<file path="src/hdl/ffsd_pkg.sv">
// shared types and constants for the fixed frame sync deframer
// no dependencies; imported by the window, emit and top level modules
package ffsd_pkg;

    // field widths fixed by the interface
    localparam int BYTE_W        = 8;
    localparam int BYTE_POS_W    = 6;
    localparam int FRAME_LEN_W   = 7;
    localparam int CFG_INDEX_W   = 2;
    localparam int CFG_DATA_W    = 8;

    // default depth of the frame window
    localparam int MAX_FRAME_LEN_DEF = 64;

    // reset values of the configuration registers
    localparam logic [FRAME_LEN_W-1:0] FRAME_LEN_RST = 7'd16;
    localparam logic [BYTE_W-1:0]      HEADER_RST    = 8'd0;
    localparam logic [BYTE_W-1:0]      TRAILER_RST   = 8'd0;

    // shortest legal frame: two header bytes and a trailer
    localparam logic [FRAME_LEN_W-1:0] MIN_FRAME_LEN = 7'd3;

    // configuration register indexes
    typedef enum logic [CFG_INDEX_W-1:0] {
        REG_FRAME_LENGTH  = 2'd0,
        REG_HEADER_FIRST  = 2'd1,
        REG_HEADER_SECOND = 2'd2,
        REG_TRAILER_VALUE = 2'd3
    } ffsd_reg_t;

    // configuration as seen by the window logic
    typedef struct packed {
        logic [FRAME_LEN_W-1:0] frame_length;
        logic [BYTE_W-1:0]      header_first;
        logic [BYTE_W-1:0]      header_second;
        logic [BYTE_W-1:0]      trailer_value;
    } ffsd_cfg_t;

    // frame hand-off from window to emitter
    typedef struct packed {
        logic                  load;
        logic [BYTE_POS_W-1:0] last_pos;
    } ffsd_load_t;

endpackage

</file>
<file path="src/hdl/ffsd_window.sv">
// sliding receive window: append, slide, trim and frame match detection
// depends on ffsd_pkg
module ffsd_window
    import ffsd_pkg::*;
#(
    parameter int MAX_FRAME_LEN = MAX_FRAME_LEN_DEF
)
(
    input  logic              clk,
    input  logic              rst_n,
    input  ffsd_cfg_t         cfg,
    input  logic              in_valid,
    output logic              in_ready,
    input  logic [BYTE_W-1:0] rx_byte,
    input  logic              emit_free,
    output ffsd_load_t        load,
    output logic [BYTE_W-1:0] frame [MAX_FRAME_LEN]
);

    localparam int FILL_W = $clog2(MAX_FRAME_LEN);

    logic [BYTE_W-1:0] win_reg [MAX_FRAME_LEN];
    logic [FILL_W-1:0] fill_reg;
    logic [FILL_W-1:0] fill_next;
    logic [FILL_W-1:0] len_m1;
    logic              trim;
    logic              full;
    logic              hit;
    logic              accept;
    logic              slide;

    // effective frame length minus one, clamped to the legal range
    always_comb
    begin
        if (cfg.frame_length < MIN_FRAME_LEN)
        begin
            len_m1 = FILL_W'(MIN_FRAME_LEN - 7'd1);
        end
        else if (cfg.frame_length > FRAME_LEN_W'(MAX_FRAME_LEN))
        begin
            len_m1 = FILL_W'(MAX_FRAME_LEN - 1);
        end
        else
        begin
            len_m1 = FILL_W'(cfg.frame_length - 7'd1);
        end
    end

    // window status and match on the incoming trailer byte
    assign trim     = fill_reg > len_m1;
    assign full     = fill_reg == len_m1;
    assign hit      = full && (win_reg[0] == cfg.header_first)
                      && (win_reg[1] == cfg.header_second)
                      && (rx_byte == cfg.trailer_value);
    assign in_ready = !trim && (!full || emit_free);
    assign accept   = in_valid && in_ready;
    assign slide    = trim || (accept && full && !hit);

    assign load.load     = accept && hit;
    assign load.last_pos = BYTE_POS_W'(len_m1);

    // fill count
    always_comb
    begin
        if (trim)
        begin
            fill_next = fill_reg - FILL_W'(1);
        end
        else if (accept && hit)
        begin
            fill_next = '0;
        end
        else if (accept && !full)
        begin
            fill_next = fill_reg + FILL_W'(1);
        end
        else
        begin
            fill_next = fill_reg;
        end
    end

    always_ff @(posedge clk or negedge rst_n)
    begin
        if (!rst_n)
        begin
            fill_reg <= '0;
        end
        else
        begin
            fill_reg <= fill_next;
        end
    end

    // window entries: slide toward the oldest slot, new byte at the fill point
    for (genvar k = 0; k < MAX_FRAME_LEN; k++)
    begin : g_win
        logic [BYTE_W-1:0] shift_src;

        if (k == MAX_FRAME_LEN - 1)
        begin : g_tail
            assign shift_src = win_reg[k];
        end
        else
        begin : g_body
            assign shift_src = win_reg[k+1];
        end

        // frame as it stands with the new byte in place
        assign frame[k] = (FILL_W'(k) == fill_reg) ? rx_byte : win_reg[k];

        always_ff @(posedge clk)
        begin
            if (slide)
            begin
                if (accept && (FILL_W'(k) == fill_reg - FILL_W'(1)))
                begin
                    win_reg[k] <= rx_byte;
                end
                else
                begin
                    win_reg[k] <= shift_src;
                end
            end
            else if (accept && !full && (FILL_W'(k) == fill_reg))
            begin
                win_reg[k] <= rx_byte;
            end
        end
    end

endmodule

</file>
<file path="src/hdl/ffsd_emit.sv">
// frame buffer that drains an accepted frame one output beat per byte
// depends on ffsd_pkg
module ffsd_emit
    import ffsd_pkg::*;
#(
    parameter int MAX_FRAME_LEN = MAX_FRAME_LEN_DEF
)
(
    input  logic                  clk,
    input  logic                  rst_n,
    input  ffsd_load_t            load,
    input  logic [BYTE_W-1:0]     frame [MAX_FRAME_LEN],
    output logic                  emit_free,
    output logic                  out_valid,
    input  logic                  out_ready,
    output logic [BYTE_W-1:0]     frame_byte,
    output logic [BYTE_POS_W-1:0] byte_position,
    output logic                  frame_last
);

    localparam int POS_W = $clog2(MAX_FRAME_LEN);

    logic [BYTE_W-1:0] buf_reg [MAX_FRAME_LEN];
    logic              valid_reg;
    logic [POS_W-1:0]  pos_reg;
    logic [POS_W-1:0]  last_reg;
    logic              beat;
    logic              done;

    // output beat and end of frame
    assign beat      = valid_reg && out_ready;
    assign done      = beat && (pos_reg == last_reg);
    assign emit_free = !valid_reg || done;

    assign out_valid     = valid_reg;
    assign frame_byte    = buf_reg[0];
    assign byte_position = BYTE_POS_W'(pos_reg);
    assign frame_last    = pos_reg == last_reg;

    // drain control
    always_ff @(posedge clk or negedge rst_n)
    begin
        if (!rst_n)
        begin
            valid_reg <= 1'b0;
            pos_reg   <= '0;
            last_reg  <= '0;
        end
        else if (load.load)
        begin
            valid_reg <= 1'b1;
            pos_reg   <= '0;
            last_reg  <= load.last_pos[POS_W-1:0];
        end
        else if (done)
        begin
            valid_reg <= 1'b0;
        end
        else if (beat)
        begin
            pos_reg <= pos_reg + POS_W'(1);
        end
    end

    // buffer: parallel load, then shift one byte per beat
    for (genvar k = 0; k < MAX_FRAME_LEN; k++)
    begin : g_buf
        logic [BYTE_W-1:0] shift_src;

        if (k == MAX_FRAME_LEN - 1)
        begin : g_tail
            assign shift_src = buf_reg[k];
        end
        else
        begin : g_body
            assign shift_src = buf_reg[k+1];
        end

        always_ff @(posedge clk)
        begin
            if (load.load)
            begin
                buf_reg[k] <= frame[k];
            end
            else if (beat)
            begin
                buf_reg[k] <= shift_src;
            end
        end
    end

endmodule

</file>
<file path="src/hdl/fixed_frame_sync_deframer_unit.sv">
// top level of the fixed frame sync deframer: config registers, window, emitter
// depends on ffsd_pkg, ffsd_window and ffsd_emit
//
//  channel   direction  handshake             payload
//  input     in         in_valid / in_ready   rx_byte
//  output    out        out_valid / out_ready frame_byte, byte_position, frame_last
//  config    in         cfg_wr_en             cfg_index, cfg_data
//
// one received byte is taken per cycle while in_ready is high; the match is decided
// in the same cycle from the two oldest window bytes and the incoming byte
// a matched frame of n bytes is copied to the frame buffer and leaves in n output beats;
// input stalls when the window holds n-1 bytes and the previous frame is still draining
// after frame_length is lowered the window drops one byte per cycle, input held off,
// until n-1 bytes remain
// reset empties the window and the frame buffer and loads the register defaults
module fixed_frame_sync_deframer_unit
    import ffsd_pkg::*;
#(
    parameter int MAX_FRAME_LEN = MAX_FRAME_LEN_DEF
)
(
    input  logic                   clk,
    input  logic                   rst_n,
    input  logic                   in_valid,
    output logic                   in_ready,
    input  logic [BYTE_W-1:0]      rx_byte,
    output logic                   out_valid,
    input  logic                   out_ready,
    output logic [BYTE_W-1:0]      frame_byte,
    output logic [BYTE_POS_W-1:0]  byte_position,
    output logic                   frame_last,
    input  logic                   cfg_wr_en,
    input  logic [CFG_INDEX_W-1:0] cfg_index,
    input  logic [CFG_DATA_W-1:0]  cfg_data
);

    ffsd_cfg_t         cfg_reg;
    ffsd_load_t        load;
    logic              emit_free;
    logic [BYTE_W-1:0] frame [MAX_FRAME_LEN];

    // configuration registers
    always_ff @(posedge clk or negedge rst_n)
    begin
        if (!rst_n)
        begin
            cfg_reg.frame_length  <= FRAME_LEN_RST;
            cfg_reg.header_first  <= HEADER_RST;
            cfg_reg.header_second <= HEADER_RST;
            cfg_reg.trailer_value <= TRAILER_RST;
        end
        else if (cfg_wr_en)
        begin
            case (ffsd_reg_t'(cfg_index))
                REG_FRAME_LENGTH:  cfg_reg.frame_length  <= cfg_data[FRAME_LEN_W-1:0];
                REG_HEADER_FIRST:  cfg_reg.header_first  <= cfg_data[BYTE_W-1:0];
                REG_HEADER_SECOND: cfg_reg.header_second <= cfg_data[BYTE_W-1:0];
                REG_TRAILER_VALUE: cfg_reg.trailer_value <= cfg_data[BYTE_W-1:0];
                default:           cfg_reg <= cfg_reg;
            endcase
        end
    end

    // receive window and match
    ffsd_window #(
        .MAX_FRAME_LEN (MAX_FRAME_LEN)
    ) u_window (
        .clk       (clk),
        .rst_n     (rst_n),
        .cfg       (cfg_reg),
        .in_valid  (in_valid),
        .in_ready  (in_ready),
        .rx_byte   (rx_byte),
        .emit_free (emit_free),
        .load      (load),
        .frame     (frame)
    );

    // frame output
    ffsd_emit #(
        .MAX_FRAME_LEN (MAX_FRAME_LEN)
    ) u_emit (
        .clk           (clk),
        .rst_n         (rst_n),
        .load          (load),
        .frame         (frame),
        .emit_free     (emit_free),
        .out_valid     (out_valid),
        .out_ready     (out_ready),
        .frame_byte    (frame_byte),
        .byte_position (byte_position),
        .frame_last    (frame_last)
    );

endmodule
</file>
<file path="config.mk">
export PLATFORM = sky130hd
export DESIGN_NAME = fixed_frame_sync_deframer_unit
export DESIGN_NICKNAME = d
export VERILOG_FILES = /design/src/hdl/ffsd_pkg.sv /design/src/hdl/ffsd_window.sv /design/src/hdl/ffsd_emit.sv /design/src/hdl/fixed_frame_sync_deframer_unit.sv
export SDC_FILE = /design/constraint.sdc
export NUM_CORES = 2
export LEC_CHECK = 0
export BUFFER_PORTS_ARGS = -buffer_cell sky130_fd_sc_hd__buf_2
export CORE_MARGIN = 2
export CORE_UTILIZATION = 25
export CTS_CLUSTER_DIAMETER = 50
export DETAILED_ROUTE_END_ITERATION = 16
export PLACE_DENSITY = 0.38
export SLEW_MARGIN = 20
export SYNTH_ARGS = -nofsm -noshare
export SYNTH_HDL_FRONTEND = slang
export SYNTH_SLANG_ARGS = --single-unit
</file>
<file path="constraint.sdc">
create_clock -name clk -period 11.6 [get_ports clk]
set_input_delay 0 -clock clk [delete_from_list [all_inputs] [get_ports clk]]
set_output_delay 0 -clock clk [all_outputs]
set_load 0.005 [all_outputs]
</file>
==> results.cfg <==
[power]
seqPwrFrac = 0.377
switchingPower_uw = 6800
power.leakage_uw = 0.0217
peakVddDrop_v = 0.000278
power_frac_clock = 0.275
p_per_area_nw_per_um2 = 278
total_power_uw = 18500
switching_share = 0.368
intPower_uw = 11700
combPwrFrac = 0.349

[die]
die_h_um = 482
die_w_um = 482
start_util = 0.251
io_pins = 40
row_count = 175
coreArea_um2 = 227000
die_area_um2 = 232000

[routing]
drt_wl_total_um = 202000
via_count = 38100
drt_pass1_iterations = 5
viasPerCell = 4.96
avgRoutedWirePerCell_um = 26.2
antenna_left = 0
first_iter_violations = 2670
drc = 0

[flow_run]
max-cap-violations = 0

[synth]
ys_types = 54
ys_warn_count = 0
synthesis.nets = 4612
syn_area_per_cell_um2 = 12.5
seq_area_frac_synth = 0.560
netlist_area_um2 = 57100
ys_seq_elements = 1074
synth_cells = 4574

[critical_path]
path_cells = or3_1 -> nor3_1 -> xnor2_1 -> nand2_1 -> nand2_1 -> ha_1 -> nand4_1 -> nor2_2 -> o211ai_1 -> buf_4 -> nand3_1 -> nor2_2 -> or2_4 -> buf_4 -> buf_4
r2r-end = u_emit.buf_reg[1][68]$_DFFE_PP_
critPathSlowestCell = nor2_2
required_ps = 12040
rr_worst_depth = 15
cpMostUsedCell = buf_4
cp_max_fo = 48
critPathArrivalTime_ps = 6990
timing.rr.start = cfg_reg[25]$_DFFE_PN0P_
worstSetupStartpointType = register
r2r_slack_ps = 5050
critPathMaxStageDelay_ps = 980
path_class = register to register
critical_path.endpoint_type = register

[clock_tree]
h-tree-depth = 4
cts.clk_slew.worst_paths_ps = 50
ctsHoldBuffers = 32
cts_root_buf = clkbuf_16
max-clock-path-buffers = 3
clk_latency_ps = 820
tritoncts = yes
clock-sinks = 1074
postCtsSetupBuffers = 0
cts-resized-gates = 0
numCtsBuffers = 161

[global_route]
grt_antenna_before_repair = 6
overflow = 0
grt_usage = 0.172
grt_pass1_wl_um = 295000
grt_pass1_vias = 40100
grt_max_degree = 177

[final_layout]
final_core_util = 0.293
area_delta_synth_final_pct = 16.4
fill_cells = 23000
layout.nets = 4581
drive_gt1_frac = 0.240

[sta]
min_period_ps = 6550
drv_slew = 0
max_slew_margin = 0.249
rsz0062_at_grt = false
whs_ps = 52.7
finalClockSkew_ps = 53.4
fmax_mhz = 153
final.setup.tns_ps = 0
hold_viol_final = 0
worst_pin_slew_ps = 1090
setup_viol = 0
period_share = 0.565

[min_path]
hold_class = primary input to register
worstHoldPathCells = 3
worstHoldEndpoint = cfg_reg[18]$_DFFE_PN0P_
hold_path_startpoint = cfg_data[2]

[place]
portBuffers = 39
dpl.hpwl_um = 122000
gp_congestion = 0.773

[outcome]
status = completed
-- final cells by class --
| class | instances | area, µm² | area share |
|---|---|---|---|
| sequential | 1074 | 32000 | 0.481 |
| multi-input combinational | 3113 | 23700 | 0.356 |
| clock buffer | 183 | 4190 | 0.0629 |
| tap | 3009 | 3760 | 0.0566 |
| timing repair buffer | 187 | 1520 | 0.0229 |
| clock inverter | 116 | 1320 | 0.0198 |
| inverter | 6 | 22.5 | 0.000339 |
| antenna | 4 | 10.0 | 0.000151 |
-- power by group through the flow --
stage	clock, µW	combinational, µW	sequential, µW
after global placement	0	6380	7020
after floorplan	0	4310	6610
after detailed placement	0	6410	6990
after CTS	5180	6500	6950
after global routing	5340	7030	7060
final	5070	6440	6960
-- cells in the final DEF, fill, tap and decap left out, types with 31 or more instances in the layout --
| cell type | instances |
|---|---|
| nand3_1 | 46 |
| nor3_1 | 35 |
| dfrtp_1 | 49 |
| mux2_1 | 460 |
| mux2_2 | 594 |
| buf_4 | 109 |
| nor4_2 | 40 |
| edfxtp_1 | 1024 |
| nand4_1 | 72 |
| nand2_1 | 1051 |
| dlygate4sd3_1 | 32 |
| nor2_1 | 62 |
| clkbuf_16 | 164 |
| o211ai_1 | 513 |
| buf_2 | 31 |
-- synthesized netlist by cell type, drive strengths merged --
library cell,instances,area (µm²)
o211ai,513,3850
nand3,46,230
a22o,1,8.76
mux2,1054,11900
nand2,1051,3950
nand2b,3,18.8
o21ai,30,161
nand4,72,450
nand3b,8,60.1
or3b,1,8.76
dfrtp,49,1230
edfxtp,1024,30700
o211a,1,10.0
o21a,3,22.5
a21oi,9,45.0
o22a,2,17.5
o32ai,2,17.5
ha,15,188
nor2b,4,25.0
nor3,36,185
or4b,1,10.0
or2,3,18.8
nor2,64,243
and4,1,8.76
or3,1,6.26
nor3b,5,42.5
o22ai,3,18.8
inv,6,22.5
and2,2,12.5
xnor2,30,263
a211oi,1,7.51
clkbuf,258,968
buf,123,734
and3,4,25.0
nor4,67,973
mux2i,9,93.8
dfstp,1,26.3
xor2,17,156
a21o,2,15.0
o31ai,52,390
-- worst max-delay path by stage --
stage	startpoint	to	slack, ps	cells after the start
floorplan	cfg_reg[25]$_DFFE_PN0P_	u_emit.buf_reg[0][0]$_DFFE_PP_	1870	15
global placement	cfg_reg[25]$_DFFE_PN0P_	u_emit.buf_reg[1][68]$_DFFE_PP_	5100	15
detailed placement	cfg_reg[26]$_DFFE_PN0P_	u_emit.buf_reg[1][68]$_DFFE_PP_	5050	15
CTS	cfg_reg[25]$_DFFE_PN0P_	u_emit.buf_reg[1][68]$_DFFE_PP_	5000	15
global route	cfg_reg[26]$_DFFE_PN0P_	u_emit.buf_reg[0][61]$_DFFE_PP_	4480	15
finish	cfg_reg[25]$_DFFE_PN0P_	u_emit.buf_reg[1][68]$_DFFE_PP_	5050	15
-- logic make-up after synthesis --
logic type | Yosys count | synth area share
and+or+nand+nor | 1369 | 0.110
DFF | 1074 | 0.560
muxes | 1063 | 0.209
AOI/OAI and AO/OA | 619 | 0.0799
buffers and inverters | 387 | 0.0302
xor gates and xnor gates | 47 | 0.00734
adders and majority gates | 15 | 0.00329
-- metrics by stage --
stage / cell area (µm²) / setup WS [ps] / instances
after floorplan: 57100 / 1870 / 4574
after global placement: 60500 / 5100 / 7357
after global routing: 66500 / 4480 / 7689
after CTS: 66500 / 5000 / 7688
final: 66500 / 5050 / 7692
after detailed placement: 60600 / 5050 / 7357
-- routing by layer --
layer | track usage | share of wire | up-vias
met5 | 0.00674 | 0.0012 | -
met3 | 0.0244 | 0.038 | 286
li1 | - | - | 17300
met2 | 0.280 | 0.47 | 956
met1 | 0.235 | 0.46 | 19600
met4 | 0.0526 | 0.027 | 4
-- worst max-delay path: cells and delay by family (launching register included) --
| kind | cells | cell delay (ps) |
|---|---|---|
| buffers and inverters | 3 | 1650 |
| adders and majority gates | 1 | 280 |
| xor gates and xnor gates | 1 | 180 |
| AOI/OAI and AO/OA | 1 | 100 |
| and+or+nand+nor | 9 | 3440 |
| DFF | 1 | 400 |
Note: power is estimated with default switching activity, not from simulation.
